<file path="src/hw/rtl/mau_pkg.sv">
// Package for the modular arithmetic unit: payload types, codes, commands.
package mau_pkg;

  localparam int unsigned Width = 31;
  localparam int unsigned WideW = 64;
  localparam logic [61:0] ModReset = 62'd1000000007;

  typedef enum logic [2:0] {
    FN_REDUCE = 3'd0,
    FN_ADD    = 3'd1,
    FN_SUB    = 3'd2,
    FN_MUL    = 3'd3,
    FN_DIV    = 3'd4,
    FN_INC    = 3'd5,
    FN_DEC    = 3'd6,
    FN_NEG    = 3'd7
  } func_e;

  typedef struct packed {
    logic [2:0]        func;
    logic [Width-1:0]  operand_a;
    logic [Width-1:0]  operand_b;
    logic signed [WideW-1:0] wide_value;
  } req_t;

  typedef struct packed {
    logic [Width-1:0] result;
    logic             error;
  } rsp_t;

  // datapath commands
  typedef enum logic [3:0] {
    CMD_NONE   = 4'd0,
    CMD_LOAD   = 4'd1,  // capture request, start reducing a, b, wide
    CMD_DIVSTP = 4'd2,  // one bit of the running restoring division
    CMD_SIMPLE = 4'd3,  // form add/sub/inc/dec/neg/reduce result
    CMD_MULINI = 4'd4,  // start modular multiply x*y
    CMD_MULSTP = 4'd5,  // one bit of shift-and-add
    CMD_EINI   = 4'd6,  // start Euclid: r0=m, r1=b, t0=0, t1=1
    CMD_EDIV   = 4'd7,  // start division r0 / r1
    CMD_EMUL   = 4'd8,  // start q*t1 mod m
    CMD_EUPD   = 4'd9,  // finish one Euclid step
    CMD_DMUL   = 4'd10, // start a*inv
    CMD_ERR    = 4'd11  // result 0, error 1
  } cmd_e;

  typedef struct packed {
    logic div_done;
    logic mul_done;
    logic r1_zero;
    logic r0_one;
    logic b_zero;
    logic m_small;
    logic [2:0] func;
  } sts_t;

endpackage

</file>
<file path="src/hw/rtl/mau_datapath.sv">
// Datapath: operand registers, shared bit-serial divider and modular multiplier.
module mau_datapath (
  input  logic                      clk_i,
  input  logic                      rst_ni,
  input  mau_pkg::cmd_e             cmd_i,
  input  logic [mau_pkg::Width-1:0] modulus_i,
  input  mau_pkg::req_t             req_i,
  output mau_pkg::sts_t             sts_o,
  output logic [mau_pkg::Width-1:0] result_o,
  output logic                      error_o
);
  localparam int unsigned WIDTH = mau_pkg::Width;
  localparam int unsigned DW = 64;            // dividend width
  localparam int unsigned CW = $clog2(DW + 1);
  localparam int unsigned MW = $clog2(WIDTH + 1);

  logic [2:0]       func_q, func_d;
  logic [WIDTH-1:0] a_q, a_d, b_q, b_d;
  logic             neg_q, neg_d;
  logic [DW-1:0]    w_q, w_d;             // wide magnitude
  // divider
  logic [DW-1:0]    dq_q, dq_d;           // dividend shifting to quotient
  logic [WIDTH:0]   dr_q, dr_d;           // partial remainder
  logic [WIDTH-1:0] dv_q, dv_d;           // divisor
  logic [CW-1:0]    dc_q, dc_d;
  logic [1:0]       dph_q, dph_d;         // which reduction is running
  // multiplier
  logic [WIDTH-1:0] mx_q, mx_d, my_q, my_d, macc_q, macc_d;
  logic [MW-1:0]    mc_q, mc_d;
  // Euclid
  logic [WIDTH-1:0] r0_q, r0_d, r1_q, r1_d, t0_q, t0_d, t1_q, t1_d;
  logic [WIDTH-1:0] res_q, res_d;
  logic             err_q, err_d;

  logic [WIDTH:0]   trial, tsub;

  function automatic logic [WIDTH-1:0] addm(input logic [WIDTH-1:0] x,
      input logic [WIDTH-1:0] y, input logic [WIDTH-1:0] m);
    logic [WIDTH:0] s;
    s = {1'b0, x} + {1'b0, y};
    if (s >= {1'b0, m}) s = s - {1'b0, m};
    return s[WIDTH-1:0];
  endfunction

  function automatic logic [WIDTH-1:0] subm(input logic [WIDTH-1:0] x,
      input logic [WIDTH-1:0] y, input logic [WIDTH-1:0] m);
    return (x >= y) ? x - y : x + (m - y);
  endfunction

  always_comb begin
    trial = {dr_q[WIDTH-1:0], dq_q[DW-1]};
    tsub  = trial - {1'b0, dv_q};
    func_d = func_q; a_d = a_q; b_d = b_q; neg_d = neg_q; w_d = w_q;
    dq_d = dq_q; dr_d = dr_q; dv_d = dv_q; dc_d = dc_q; dph_d = dph_q;
    mx_d = mx_q; my_d = my_q; macc_d = macc_q; mc_d = mc_q;
    r0_d = r0_q; r1_d = r1_q; t0_d = t0_q; t1_d = t1_q;
    res_d = res_q; err_d = err_q;
    case (cmd_i)
      mau_pkg::CMD_LOAD: begin
        func_d = req_i.func;
        neg_d  = req_i.wide_value[DW-1];
        w_d    = neg_d ? (~req_i.wide_value) + 64'd1 : req_i.wide_value;
        dph_d  = 2'd0;
        dq_d   = {{(DW-WIDTH){1'b0}}, req_i.operand_a[WIDTH-1:0]};
        b_d    = req_i.operand_b[WIDTH-1:0];
        dr_d = '0; dv_d = modulus_i; dc_d = CW'(DW);
        err_d = 1'b0;
      end
      mau_pkg::CMD_DIVSTP: begin
        if (!tsub[WIDTH]) begin
          dr_d = tsub;
          dq_d = {dq_q[DW-2:0], 1'b1};
        end else begin
          dr_d = trial;
          dq_d = {dq_q[DW-2:0], 1'b0};
        end
        dc_d = dc_q - 1'b1;
        // chain the three reductions a, b, wide
        if (dc_q == CW'(1) && dph_q != 2'd3) begin
          case (dph_q)
            2'd0: begin
              a_d = dr_d[WIDTH-1:0]; dph_d = 2'd1;
              dq_d = {{(DW-WIDTH){1'b0}}, b_q}; dr_d = '0; dc_d = CW'(DW);
            end
            2'd1: begin
              b_d = dr_d[WIDTH-1:0]; dph_d = 2'd2;
              dq_d = w_q; dr_d = '0; dc_d = CW'(DW);
            end
            default: begin
              w_d = {{(DW-WIDTH){1'b0}}, dr_d[WIDTH-1:0]}; dph_d = 2'd3;
            end
          endcase
        end
      end
      mau_pkg::CMD_SIMPLE: begin
        case (mau_pkg::func_e'(func_q))
          mau_pkg::FN_REDUCE: res_d = (neg_q && w_q[WIDTH-1:0] != '0) ?
                                modulus_i - w_q[WIDTH-1:0] : w_q[WIDTH-1:0];
          mau_pkg::FN_ADD: res_d = addm(a_q, b_q, modulus_i);
          mau_pkg::FN_SUB: res_d = subm(a_q, b_q, modulus_i);
          mau_pkg::FN_INC: res_d = addm(a_q, WIDTH'(1), modulus_i);
          mau_pkg::FN_DEC: res_d = subm(a_q, WIDTH'(1), modulus_i);
          mau_pkg::FN_NEG: res_d = subm('0, a_q, modulus_i);
          default: res_d = macc_q;
        endcase
      end
      mau_pkg::CMD_MULINI: begin
        mx_d = a_q; my_d = b_q; macc_d = '0; mc_d = MW'(WIDTH);
      end
      mau_pkg::CMD_DMUL: begin
        mx_d = a_q; my_d = t0_q; macc_d = '0; mc_d = MW'(WIDTH);
      end
      mau_pkg::CMD_EMUL: begin
        // quotient <= m here since r1 >= 1 and r0 <= m
        mx_d = t1_q; my_d = dq_q[WIDTH-1:0]; macc_d = '0; mc_d = MW'(WIDTH);
      end
      mau_pkg::CMD_MULSTP: begin
        if (my_q[0]) macc_d = addm(macc_q, mx_q, modulus_i);
        mx_d = addm(mx_q, mx_q, modulus_i);
        my_d = my_q >> 1;
        mc_d = mc_q - 1'b1;
      end
      mau_pkg::CMD_EINI: begin
        r0_d = modulus_i; r1_d = b_q; t0_d = '0; t1_d = WIDTH'(1);
      end
      mau_pkg::CMD_EDIV: begin
        dq_d = {{(DW-WIDTH){1'b0}}, r0_q}; dr_d = '0; dv_d = r1_q;
        dc_d = CW'(DW); dph_d = 2'd3;
      end
      mau_pkg::CMD_EUPD: begin
        r0_d = r1_q; r1_d = dr_q[WIDTH-1:0];
        t0_d = t1_q; t1_d = subm(t0_q, macc_q, modulus_i);
      end
      mau_pkg::CMD_ERR: begin
        res_d = '0; err_d = 1'b1;
      end
      default: ;
    endcase
  end

  always_ff @(posedge clk_i or negedge rst_ni) begin
    if (!rst_ni) begin
      dc_q <= '0; mc_q <= '0; dph_q <= 2'd3; err_q <= 1'b0;
    end else begin
      dc_q <= dc_d; mc_q <= mc_d; dph_q <= dph_d; err_q <= err_d;
    end
  end

  always_ff @(posedge clk_i) begin
    func_q <= func_d; a_q <= a_d; b_q <= b_d; neg_q <= neg_d; w_q <= w_d;
    dq_q <= dq_d; dr_q <= dr_d; dv_q <= dv_d;
    mx_q <= mx_d; my_q <= my_d; macc_q <= macc_d;
    r0_q <= r0_d; r1_q <= r1_d; t0_q <= t0_d; t1_q <= t1_d;
    res_q <= res_d;
  end

  assign sts_o.div_done = (dc_q == '0);
  assign sts_o.mul_done = (mc_q == '0);
  assign sts_o.r1_zero  = (r1_q == '0);
  assign sts_o.r0_one   = (r0_q == WIDTH'(1));
  assign sts_o.b_zero   = (b_q == '0);
  assign sts_o.m_small  = (modulus_i < WIDTH'(2));
  assign sts_o.func     = func_q;
  assign result_o = res_q;
  assign error_o  = err_q;
endmodule

</file>
<file path="src/hw/rtl/mau_ctrl.sv">
// Controller: sequences reduction, multiply and Euclid steps for one request.
module mau_ctrl (
  input  logic          clk_i,
  input  logic          rst_ni,
  input  logic          in_valid,
  output logic          in_stall,
  output logic          out_valid,
  input  logic          out_stall,
  input  mau_pkg::sts_t sts_i,
  output mau_pkg::cmd_e cmd_o,
  output logic          zero_o
);
  typedef enum logic [9:0] {
    ST_IDLE  = 10'b0000000001,
    ST_RED   = 10'b0000000010,
    ST_MUL   = 10'b0000000100,
    ST_EDIV  = 10'b0000001000,
    ST_EMUL  = 10'b0000010000,
    ST_EUPD  = 10'b0000100000,
    ST_DMUL  = 10'b0001000000,
    ST_EDEC  = 10'b0010000000,
    ST_SET   = 10'b0100000000,
    ST_OUT   = 10'b1000000000
  } state_e;

  state_e state_q, state_d;
  logic   zero_q, zero_d;

  always_comb begin
    state_d = state_q; zero_d = zero_q;
    cmd_o = mau_pkg::CMD_NONE;
    in_stall = (state_q != ST_IDLE);
    out_valid = 1'b0;
    case (state_q)
      ST_IDLE: if (in_valid) begin
        cmd_o = mau_pkg::CMD_LOAD; zero_d = sts_i.m_small; state_d = ST_RED;
      end
      ST_RED: begin
        if (!sts_i.div_done) cmd_o = mau_pkg::CMD_DIVSTP;
        else if (zero_q) begin
          state_d = ST_OUT;
        end else case (mau_pkg::func_e'(sts_i.func))
          mau_pkg::FN_MUL: begin
            cmd_o = mau_pkg::CMD_MULINI; state_d = ST_MUL;
          end
          mau_pkg::FN_DIV: begin
            if (sts_i.b_zero) begin cmd_o = mau_pkg::CMD_ERR; state_d = ST_OUT; end
            else begin cmd_o = mau_pkg::CMD_EINI; state_d = ST_EDEC; end
          end
          default: begin cmd_o = mau_pkg::CMD_SIMPLE; state_d = ST_OUT; end
        endcase
      end
      ST_EDEC: begin
        if (!sts_i.r1_zero) begin cmd_o = mau_pkg::CMD_EDIV; state_d = ST_EDIV; end
        else if (sts_i.r0_one) begin cmd_o = mau_pkg::CMD_DMUL; state_d = ST_DMUL; end
        else begin cmd_o = mau_pkg::CMD_ERR; state_d = ST_OUT; end
      end
      ST_EDIV: begin
        if (!sts_i.div_done) cmd_o = mau_pkg::CMD_DIVSTP;
        else begin cmd_o = mau_pkg::CMD_EMUL; state_d = ST_EMUL; end
      end
      ST_EMUL: begin
        if (!sts_i.mul_done) cmd_o = mau_pkg::CMD_MULSTP;
        else begin cmd_o = mau_pkg::CMD_EUPD; state_d = ST_EDEC; end
      end
      ST_DMUL: begin
        if (!sts_i.mul_done) cmd_o = mau_pkg::CMD_MULSTP;
        else begin cmd_o = mau_pkg::CMD_SIMPLE; state_d = ST_SET; end
      end
      ST_MUL: begin
        if (!sts_i.mul_done) cmd_o = mau_pkg::CMD_MULSTP;
        else begin cmd_o = mau_pkg::CMD_SIMPLE; state_d = ST_SET; end
      end
      ST_SET: state_d = ST_OUT;
      ST_OUT: begin
        out_valid = 1'b1;
        if (!out_stall) state_d = ST_IDLE;
      end
      default: state_d = ST_IDLE;
    endcase
  end

  always_ff @(posedge clk_i or negedge rst_ni) begin
    if (!rst_ni) begin
      state_q <= ST_IDLE; zero_q <= 1'b0;
    end else begin
      state_q <= state_d; zero_q <= zero_d;
    end
  end

  assign zero_o = zero_q;
endmodule

</file>
<file path="src/hw/rtl/modular_arithmetic_unit.sv">
// Modular arithmetic unit: one result per request over a configured modulus.
// Bit-serial reduction of a, b and the wide value in turn, then the result is formed
// for add/sub/inc/dec/neg/reduce, after a shift-and-add multiply for mul; div runs
// one division and one multiply per Euclid step, plus a final multiply.
// One request at a time; the next is taken after the result is delivered.
// Reset: modulus returns to 1000000007 masked to WIDTH bits, controller idles.
module modular_arithmetic_unit (
  input  logic                      clk_i,
  input  logic                      rst_ni,
  input  logic                      in_valid,
  output logic                      in_stall,
  input  mau_pkg::req_t             in_data_i,
  output logic                      out_valid,
  input  logic                      out_stall,
  output mau_pkg::rsp_t             out_data_o,
  input  logic                      cfg_we_i,
  input  logic [mau_pkg::Width-1:0] cfg_wdata_i
);
  localparam int unsigned WIDTH = mau_pkg::Width;

  logic [WIDTH-1:0] mod_q;
  mau_pkg::cmd_e    cmd;
  mau_pkg::sts_t    sts;
  logic             zero;
  logic [WIDTH-1:0] res;
  logic             err;

  always_ff @(posedge clk_i or negedge rst_ni) begin
    if (!rst_ni) mod_q <= mau_pkg::ModReset[WIDTH-1:0];
    else if (cfg_we_i) mod_q <= cfg_wdata_i;
  end

  mau_ctrl u_ctrl (
    .clk_i, .rst_ni, .in_valid, .in_stall, .out_valid, .out_stall,
    .sts_i(sts), .cmd_o(cmd), .zero_o(zero)
  );

  mau_datapath u_dp (
    .clk_i, .rst_ni, .cmd_i(cmd), .modulus_i(mod_q), .req_i(in_data_i),
    .sts_o(sts), .result_o(res), .error_o(err)
  );

  assign out_data_o.result = zero ? '0 : res;
  assign out_data_o.error  = zero ? 1'b0 : err;
endmodule

</file>
<file path="config.mk">
export PLATFORM = sky130hd
export DESIGN_NAME = modular_arithmetic_unit
export DESIGN_NICKNAME = d
export VERILOG_FILES = /design/src/hw/rtl/mau_pkg.sv /design/src/hw/rtl/mau_datapath.sv /design/src/hw/rtl/mau_ctrl.sv /design/src/hw/rtl/modular_arithmetic_unit.sv
export SDC_FILE = /design/constraint.sdc
export NUM_CORES = 2
export LEC_CHECK = 0
export BUFFER_PORTS_ARGS = -buffer_cell sky130_fd_sc_hd__buf_2
export CAP_MARGIN = 20
export CORE_UTILIZATION = 30
export CTS_BUF_LIST = sky130_fd_sc_hd__clkbuf_8
export DETAILED_ROUTE_END_ITERATION = 6
export PLACE_DENSITY = 0.54
export SETUP_SLACK_MARGIN = 0.02
export SYNTH_ARGS = -nofsm -noshare
export SYNTH_HDL_FRONTEND = slang
export SYNTH_SLANG_ARGS = --single-unit
</file>
<file path="constraint.sdc">
create_clock -name clk_i -period 7.25 [get_ports clk_i]
set_input_delay 1.0875 -clock clk_i [delete_from_list [all_inputs] [get_ports clk_i]]
set_output_delay 1.0875 -clock clk_i [all_outputs]
set_load 0.01 [all_outputs]
</file>
==> run metrics <==
die area 182000 um2; gpl congestion roughly 1.0; syn nets 7057; Area contributors post-synth edfxtp_1, ha_1, a21oi_1, xnor2_1, o21ai_0; Leak 25.0 nW; Skew-Pair Late Insertion Delay 0.93 ns; min cycle time layout about 7 ns; FP Rows 155; nets 7274; hold buffers post-CTS 0; die height 426 um; top-count cell post-synth a21oi_1; Least-Margin Pin Slew ~1.3 ns; Crit. End Element register; DRC viols 0; Final Slew Violations 0; pwr dens 311 nW/um2; most instantiated cells after synthesis a21oi_1, nand2_1, nor2_1; top cell type's share of synthesized area 0.281; IO Pins 199; Worst Clk Skew 0.0868 ns; CP bufs+invs 1; worst vdd ir 0.000273 V; EDFF count, synth 504; Post-CTS Repair Setup Buffers 0; Routed Antenna Nets 0; Core Util, Final 0.341; Cell Count Post-Placement 8815; synthesis-stage register bit count 560; Vias between 50000 and 60000; Area Growth Syn to Fin 12.7%; CTS H-tree depth 3; CP Class reg -> reg; share of cells above drive strength 1 0.0977; instance count of the mapped netlist 6355; CTS Sinks 560; final hold violations 0; DR WL/cell between 20 and 30 um; CTS tree yes; Seq/Total Area, Yosys 0.307; critical path's top delay family simple AND/OR/NAND/NOR gates; outcome finished clean; Resized Gates After CTS 0; PortBufs 198; Largest stage delay, worst path 0.85 ns; type of origin of the critical path register; Yosys top cell by area edfxtp_1; asr flop ratio synth 0.100; die width 426 um; Ys Warns 0; # Max-Cap Violations 0; grt total ovfl 0; Critical Path Fanout Max 11; clock root cell clkbuf_8; WL final 270000 um; FMAX about 0.14 GHz; crit path DAT 7.63 ns; synthesized area ~54000 um2; Distinct cells, synth 96; cell with the largest stage delay on the worst path edfxtp_1; vias in the first global route ~49000; setup_tns 0 ns; Hold Crit Class in -> reg; Synth Area per Inst roughly 8.5 um2; Initial Util 0.302; Longest Clk Path Bufs 3; 1st-pass router iterations 6; worst path required time 7.87 ns; period utilization 0.967; initial antenna violation count 31; Top FF cell, synth edfxtp_1; Final HPWL DP 217000 um; first-pass GRT wire length 372000 um; Final setup viols 0; gr usage total 0.289; Via-to-Cell Ratio 5.80; slew margin rel. 0.0910; RSZ-0062 raised after global routing false; worst-path cell chain nand4_1 > nor4_1 > buf_4 > nand3_1 > nor3_1 > xnor2_1 > ha_1 > nand4_2 > or3_1 > or4_1 > a211oi_2 > a311oi_4 > a32oi_1 > nor2_1 > a2111oi_1 > o21ai_0 > nor4b_1 > a31oi_1; clock buffer count from CTS 109; Clock transition at path regs 0.07 ns; CORE AREA 178000 um2; initial DRC count 6097; pin count of the biggest net entering global routing 150; Finished Layout Cells between 9000 and 10000
## power breakdown
group / internal (mW) / switching, mW
combinational: 3.52 / 6.65
clock: 1.79 / 1.71
sequential: 4.54 / 0.670
## final cells by class
type	count	area, um2
inverters	522	1960
well taps	2355	2950
clock buffers	115	1580
clock inverters	87	686
repair buffers	364	2310
fillers	18800	118000
diodes	26	65.1
multi-input cells	5015	34700
flip-flops and latches	560	16600
## per-layer routing
metal,share of wire,GRT usage,wire (um),up-vias
met3,0.082,0.0596,22000,596
met5,0.00015,0,40,-
li1,-,-,-,23600
met2,0.44,0.446,118000,2632
met4,0.066,0.167,17800,8
met1,0.41,0.372,112000,25600
## path summary, 6_finish.rpt
check | startpoint | end | slack (ns) | cells after the start
max | u_dp.a_q[12]$_DFFE_PP_ | u_dp.result_o[26]$_SDFFCE_PP0P_ | 0.24 | 18
min | in_data_i[127] | u_dp.func_q[1]$_DFFE_PP_ | 0.37 | 1
max reg2reg | u_dp.a_q[12]$_DFFE_PP_ | u_dp.result_o[26]$_SDFFCE_PP0P_ | 0.24 | 18
min reg2reg | u_dp.error_o$_DFFE_PN0P_ | u_dp.error_o$_DFFE_PN0P_ | 0.49 | 2
max in group asynchronous | rst_ni | u_ctrl.zero_o$_DFFE_PN0P_ | 5.98 | 2
min in group asynchronous | rst_ni | mod_q[3]$_DFFE_PN0P_ | 0.44 | 2
## worst register-to-register path: cells and delay by family, from the launching register on
| family | cells | cell delay, ns |
|---|---|---|
| AOI/OAI and AO/OA | 6 | 1.99 |
| DFF | 1 | 0.85 |
| adders and majority gates | 1 | 0.48 |
| xor gates and xnor gates | 1 | 0.17 |
| buffers and inverters | 1 | 0.20 |
| and+or+nand+nor | 9 | 3.03 |
## stage by stage
step           worst slack, ns  hold WS (ns)  area, um2  total power, mW
2_1_floorplan             1.64         0.439      53900             11.5
3_3_place_gp             0.165         0.464      58400             15.1
3_5_place_dp             0.280         0.474      58400             15.1
4_1_cts                  0.229         0.319      60700             18.7
5_1_grt                 0.0833         0.347      60700             19.8
6_report                 0.238         0.371      60800             18.9
## cells in the final DEF, fill, tap and decap left out, drive strengths merged, types with 55 or more instances in the layout
master,Yosys,routed
nand3,146,146
a22oi,64,64
nor2b,88,88
and3,69,69
mux2i,173,173
xor2,175,175
a21o,164,164
inv,521,554
a31oi,64,64
and2,62,62
nor4,63,63
ha,465,465
a21oi,575,575
nand2,550,550
clkbuf,224,116
o21ai,486,486
nor3,109,109
a211oi,79,79
fa,72,72
o21a,59,59
nor2,525,525
xnor2,309,309
buf,34,363
edfxtp,504,504
nand4,62,62
nand2b,72,72
o31ai,55,55
## cell families (layout without fill, tap and decap cells)
logic type	count (synthesis)	after routing	share of synthesized area
and+or+nand+nor	1891	1891	0.166
adders and majority gates	537	537	0.135
other	0	26	0
DFF	560	560	0.307
xor gates and xnor gates	484	484	0.0787
muxes	184	184	0.0344
buffers and inverters	780	1088	0.0550
AOI/OAI and AO/OA	1919	1919	0.224
## flip-flops by register name (all words and copies together) (netlist names)
register and flops:
u_dp.dq_q 64, u_dp.w_q 64, mod_q 31, u_dp.a_q 31
u_dp.b_q 31, u_dp.dr_q 31, u_dp.dv_q 31, u_dp.macc_q 31
u_dp.mx_q 31, u_dp.my_q 31, u_dp.r0_q 31, u_dp.r1_q 31
u_dp.result_o 31, u_dp.t0_q 31, u_dp.t1_q 31, u_ctrl.state_q 9
u_dp.dc_q 7, u_dp.mc_q 5, u_dp.func_q 3, u_dp.dph_q 2
u_ctrl.zero_o 1, u_dp.error_o 1, u_dp.neg_q 1
(Power assumes the default switching activity.)
